## src/rtl/fss_pkg.sv

```systemverilog
// Package for the fair share task scheduler: beat types, codes, sizes and the weight table.
// Used by fss_ctrl, fss_datapath and fair_share_task_scheduler_core; depends on nothing.
package fss_pkg;

  localparam int TASK_SLOTS = 16;
  localparam int RUN_SLOTS  = 16;
  localparam int SLOT_W     = $clog2(TASK_SLOTS);
  localparam int RQ_W       = $clog2(RUN_SLOTS);
  localparam int WEIGHT_W   = 22;
  localparam int DIV_CNT_W  = 6;

  localparam logic [1:0] OP_NEW    = 2'd0;
  localparam logic [1:0] OP_UPDATE = 2'd1;
  localparam logic [1:0] OP_PICK   = 2'd2;
  localparam logic [1:0] OP_UNUSED = 2'd3;

  localparam logic [2:0] STS_OK         = 3'd0;
  localparam logic [2:0] STS_TABLE_FULL = 3'd1;
  localparam logic [2:0] STS_NO_TASK    = 3'd2;
  localparam logic [2:0] STS_RQ_FULL    = 3'd3;
  localparam logic [2:0] STS_RQ_EMPTY   = 3'd4;

  localparam logic REG_BASE_WEIGHT = 1'b0;
  localparam logic REG_EXIT_MASK   = 1'b1;

  typedef struct packed {
    logic [1:0]  opcode;
    logic [15:0] proc_id;
    logic [5:0]  task_priority;
    logic [7:0]  proc_state;
    logic        set_priority;
    logic        set_state;
    logic [63:0] now_time;
  } in_item_t;

  typedef struct packed {
    logic [2:0]  status;
    logic [15:0] next_pid;
    logic [3:0]  task_slot;
  } out_item_t;

  typedef enum logic [3:0] {
    S_IDLE,
    S_FIND,
    S_APPLY,
    S_ELAPSED,
    S_MUL_LO,
    S_MUL_HI,
    S_DIV,
    S_CHARGE,
    S_SCAN,
    S_PICK
  } state_t;

  typedef struct packed {
    logic load;
    logic find;
    logic apply;
    logic elapsed;
    logic mul_lo;
    logic mul_hi;
    logic div_step;
    logic charge;
    logic scan_step;
    logic pick;
  } dp_cmd_t;

  typedef struct packed {
    logic [1:0] op;
    logic       div_last;
    logic       scan_last;
  } dp_status_t;

  function automatic logic [WEIGHT_W-1:0] prio_weight(input logic [5:0] prio);
    logic [WEIGHT_W-1:0] w;
    case (prio)
      6'd0:  w = 22'd378;
      6'd1:  w = 22'd472;
      6'd2:  w = 22'd590;
      6'd3:  w = 22'd737;
      6'd4:  w = 22'd922;
      6'd5:  w = 22'd1153;
      6'd6:  w = 22'd1441;
      6'd7:  w = 22'd1801;
      6'd8:  w = 22'd2252;
      6'd9:  w = 22'd2815;
      6'd10: w = 22'd3518;
      6'd11: w = 22'd4398;
      6'd12: w = 22'd5498;
      6'd13: w = 22'd6872;
      6'd14: w = 22'd8590;
      6'd15: w = 22'd10737;
      6'd16: w = 22'd13422;
      6'd17: w = 22'd16777;
      6'd18: w = 22'd20972;
      6'd19: w = 22'd26214;
      6'd20: w = 22'd32768;
      6'd21: w = 22'd40960;
      6'd22: w = 22'd51200;
      6'd23: w = 22'd64000;
      6'd24: w = 22'd80000;
      6'd25: w = 22'd100000;
      6'd26: w = 22'd125000;
      6'd27: w = 22'd156250;
      6'd28: w = 22'd195313;
      6'd29: w = 22'd244141;
      6'd30: w = 22'd305176;
      6'd31: w = 22'd381470;
      6'd32: w = 22'd476837;
      6'd33: w = 22'd596046;
      6'd34: w = 22'd745058;
      6'd35: w = 22'd931323;
      6'd36: w = 22'd1164150;
      6'd37: w = 22'd1455190;
      6'd38: w = 22'd1818990;
      default: w = 22'd2273740;
    endcase
    return w;
  endfunction

endpackage

```

## src/rtl/fss_ctrl.sv

```systemverilog
// Controller state machine of the fair share task scheduler.
// Depends on fss_pkg; drives the command struct of fss_datapath.
module fss_ctrl
  import fss_pkg::*;
(
  input  logic       clk,
  input  logic       rst_n,
  input  logic       start,
  input  dp_status_t dp_status,
  output dp_cmd_t    dp_cmd,
  output logic       busy
);

  state_t state_r;
  state_t state_nxt;

  always_ff @(posedge clk) begin
    if (!rst_n) begin
      state_r <= S_IDLE;
    end else begin
      state_r <= state_nxt;
    end
  end

  always_comb begin
    state_nxt = state_r;
    dp_cmd    = '0;
    unique case (state_r)
      S_IDLE: begin
        if (start) begin
          dp_cmd.load = 1'b1;
          state_nxt   = S_FIND;
        end
      end
      S_FIND: begin
        dp_cmd.find = 1'b1;
        state_nxt   = (dp_status.op == OP_PICK) ? S_ELAPSED : S_APPLY;
      end
      S_APPLY: begin
        dp_cmd.apply = 1'b1;
        state_nxt    = S_IDLE;
      end
      S_ELAPSED: begin
        dp_cmd.elapsed = 1'b1;
        state_nxt      = S_MUL_LO;
      end
      S_MUL_LO: begin
        dp_cmd.mul_lo = 1'b1;
        state_nxt     = S_MUL_HI;
      end
      S_MUL_HI: begin
        dp_cmd.mul_hi = 1'b1;
        state_nxt     = S_DIV;
      end
      S_DIV: begin
        dp_cmd.div_step = 1'b1;
        if (dp_status.div_last) begin
          state_nxt = S_CHARGE;
        end
      end
      S_CHARGE: begin
        dp_cmd.charge = 1'b1;
        state_nxt     = S_SCAN;
      end
      S_SCAN: begin
        dp_cmd.scan_step = 1'b1;
        if (dp_status.scan_last) begin
          state_nxt = S_PICK;
        end
      end
      S_PICK: begin
        dp_cmd.pick = 1'b1;
        state_nxt   = S_IDLE;
      end
      default: begin
        state_nxt = S_IDLE;
      end
    endcase
  end

  assign busy = (state_r != S_IDLE);

endmodule

```

## config.mk

```make
export PLATFORM = sky130hd
export DESIGN_NAME = fss_ctrl
export DESIGN_NICKNAME = d
export VERILOG_FILES = /design/src/rtl/fss_pkg.sv /design/src/rtl/fss_ctrl.sv
export SDC_FILE = /design/constraint.sdc
export NUM_CORES = 1
export LEC_CHECK = 0
export BUFFER_PORTS_ARGS = -buffer_cell sky130_fd_sc_hd__buf_2
export CORE_AREA = 2 2 39 41
export DETAILED_ROUTE_END_ITERATION = 6
export DIE_AREA = 0 0 41 43
export MAX_ROUTING_LAYER = met4
export SYNTH_ARGS = -nofsm -noshare
export SYNTH_HDL_FRONTEND = slang
export SYNTH_SLANG_ARGS = --single-unit
```

## constraint.sdc

```tcl
create_clock -name clk -period 2.47 [get_ports clk]
set_clock_uncertainty 0.1 [all_clocks]
set_input_delay 0.494 -clock clk [delete_from_list [all_inputs] [get_ports clk]]
set_output_delay 0.494 -clock clk [all_outputs]
set_load 0.03 [all_outputs]
```

==> out/results.tsv <==
stage	metric	value	unit
route	number of DRC markers in iteration 0	3	
clock_network	quantity of hold-fixing buffers added after cts	0	
placed_design	DP HPWL	549	um
worst_setup_path	CP cell instances	or2b_1, nor2_1, buf_2	
yosys	Cell variety after synth	21	
cells_and_area	layout cells sized above 1	37.9	%
clock_network	clk_lat worst skew	0.24	ns
yosys	ys async rst share	0	%
timing	Final setup viols	0	
clock_network	CTS buffer count	3	
floorplanning	Die X-Extent	41	um
placed_design	pre-CTS worst setup slack	0.650	ns
timing	final hold viol count	0	
route	TritonRoute pass-1 iters	2	
worst_setup_path	Buf/Inv on CP	1	
route	DRC viols	0	
floorplanning	core area	0.00138	sq mm
timing	fin. max-slew vios	0	
clock_network	root buffer cell	clkbuf_4	
grt	vias in the first global route	264	
worst_setup_path	Crit path largest cell delay	0.55	ns
timing	setup TNS	0	ns
grt	Remaining Overflow, GRT	0	
floorplanning	Die Y	43	um
worst_setup_path	Critical Path End Type	primary output	
route	Final ANT Viol Nets	0	
clock_network	htree depth	1	
power_and_ir_drop	peak supply drop	0.000257	V
floorplanning	Core Rows	14	
power_and_ir_drop	Leak Pwr	0.196	nW
timing	final hold slack	0.402	ns
worst_setup_path	Worst Path Required	1.88	ns
grt	first-pass GRT wire length	1.19	mm
route	via count	329	
floorplanning	I/O pin count	18	
worst_setup_path	Crit path arrival time	1.48	ns
cells_and_area	ant diodes	0	
timing	fmax	0.483	GHz
yosys	Mapped Avg Cell Area	7.36	sq um
clock_network	post-cts repair resize count	0	
cells_and_area	Largest register FFs	4	
floorplanning	initial core utilization	22.3	%
yosys	Mapped Cells	42	
clock_network	clk buf depth	2	
cells_and_area	Final Util	29.7	%
clock_network	Post-CTS Setup Inserts	0	
hold_path	worst min-delay path class	in2reg	
power_and_ir_drop	PwrDens	589	mW/mm^2
clock_network	CTS tree	done	
yosys	top post-synthesis cells by area	dfxtp_1 26%, nor2_1 9.7%, nand2b_1 8.1%	
yosys	post-synth top area share	25.9	%
clock_network	CTS clk-pin slew, worst paths	0.04	ns
placed_design	PortBufs	17	
yosys	area leader, netlist	dfxtp_1	
floorplanning	die area	0.00176	sq mm
yosys	Mapped Area	309	sq um
power_and_ir_drop	Overall Power	0.242	mW
yosys	most common flop cell mapped by yosys	dfxtp_1	
timing	RSZ-0062 raised after global routing	false	
timing	Worst Tran Pin Value	0.395	ns
cells_and_area	Final #Nets	67	
grt	largest net degree at the start of global routing	14	
yosys	number of synthesized flops with an enable pin	0	
route	WL final	756	um
worst_setup_path	Critical Path Fanout Max	13	
yosys	sequential-to-total area share from yosys stat	25.9	%
job	Max-Cap Viols	0	
cells_and_area	Top Registers	state_r x4	
run_status	status	complete, no violations	
clock_network	Num Clock Sinks	4	
yosys	Post-Syn Nets	49	
grt	GRT Total Usage	10.6	%
placed_design	routability cong.	0.670	
cells_and_area	Largest Register	state_r	
timing	final worst path period share	83.8	%
cells_and_area	area delta synth->final	32.8	%
worst_setup_path	crit path kind	reg2out	
grt	initial antenna violation count	0	
cells_and_area	most frequent cells in the layout	17 x buf_2, 8 x nor2_1, 5 x nor3_1	
timing	worst setup margin	0.399	ns
cells_and_area	commonest non-fill, non-tap cell in the layout	buf_2	
cells_and_area	fillers	156	
worst_setup_path	CP startpoint kind	flop	
route	drt wl/cell	10.2	um
yosys	Yosys reg bits	4	
yosys	Yosys warning total	0	
timing	Max-slew headroom	73.3	%
timing	Period minus WS final	2.07	ns
worst_setup_path	slowest stage cell, crit path	dfxtp_1	
worst_setup_path	delay-heaviest family, CP	flip-flops	
route	DR vias/cell	4.45	
-- per-layer routing --
| layer | vias up | routed length [um] | track usage [%] |
|---|---|---|---|
| met5 | - | 0 | - |
| met4 | 0 | 8 | 4.00 |
| met3 | 2 | 87 | 6.28 |
| met2 | 16 | 297 | 11.6 |
| met1 | 135 | 363 | 15.5 |
| li1 | 176 | - | - |
-- path summary, 6_finish.rpt --
path,startpoint,end,slack [ns],cells past startpoint
worst min-delay path,rst_n,state_r[3]$_SDFFE_PN0P_,0.40,2
worst min register to register,state_r[1]$_SDFFE_PN0P_,state_r[1]$_SDFFE_PN0P_,0.55,2
worst max register to register,state_r[2]$_SDFFE_PN0P_,state_r[0]$_SDFFE_PN0P_,1.17,3
worst max-delay path,state_r[2]$_SDFFE_PN0P_,dp_cmd[2],0.40,3
-- cell usage after synthesis (3+ instances only) --
| library cell | n |
|---|---|
| nor2_1 | 8 |
| nor3_1 | 5 |
| dfxtp_1 | 4 |
| nand2b_1 | 4 |
| buf_2 | 3 |
| nand2_1 | 3 |
-- layout make-up --
type                    instances  area, sq um  share of cell area, %
flip-flops and latches          4         80.1                   19.5
clock buffers                   3         22.5                   5.49
well taps                      16         20.0                   4.88
repair buffers                 17         85.1                   20.7
multi-input cells              34          203                   49.4
-- kinds of logic after synthesis --
logic type | after synthesis | share of synthesized area, %
buffers and inverters | 4 | 8.50
flip-flops | 4 | 25.9
AND/OR/NAND/NOR | 27 | 47.0
AO/OA/AOI/OAI | 6 | 15.8
XOR/XNOR | 1 | 2.83
-- power breakdown --
group	switching [mW]	internal, mW
Combinational	0.0452	0.0304
Clock	0.0280	0.0544
Sequential	0.0138	0.0698
Total	0.0870	0.155
-- stage by stage --
step	std cells	area [sq um]
3_5_place_dp	71	388
2_1_floorplan	42	309
3_3_place_gp	71	388
6_report	74	410
5_1_grt	74	410
4_1_cts	74	410
Power figures use the tool's default switching activity.
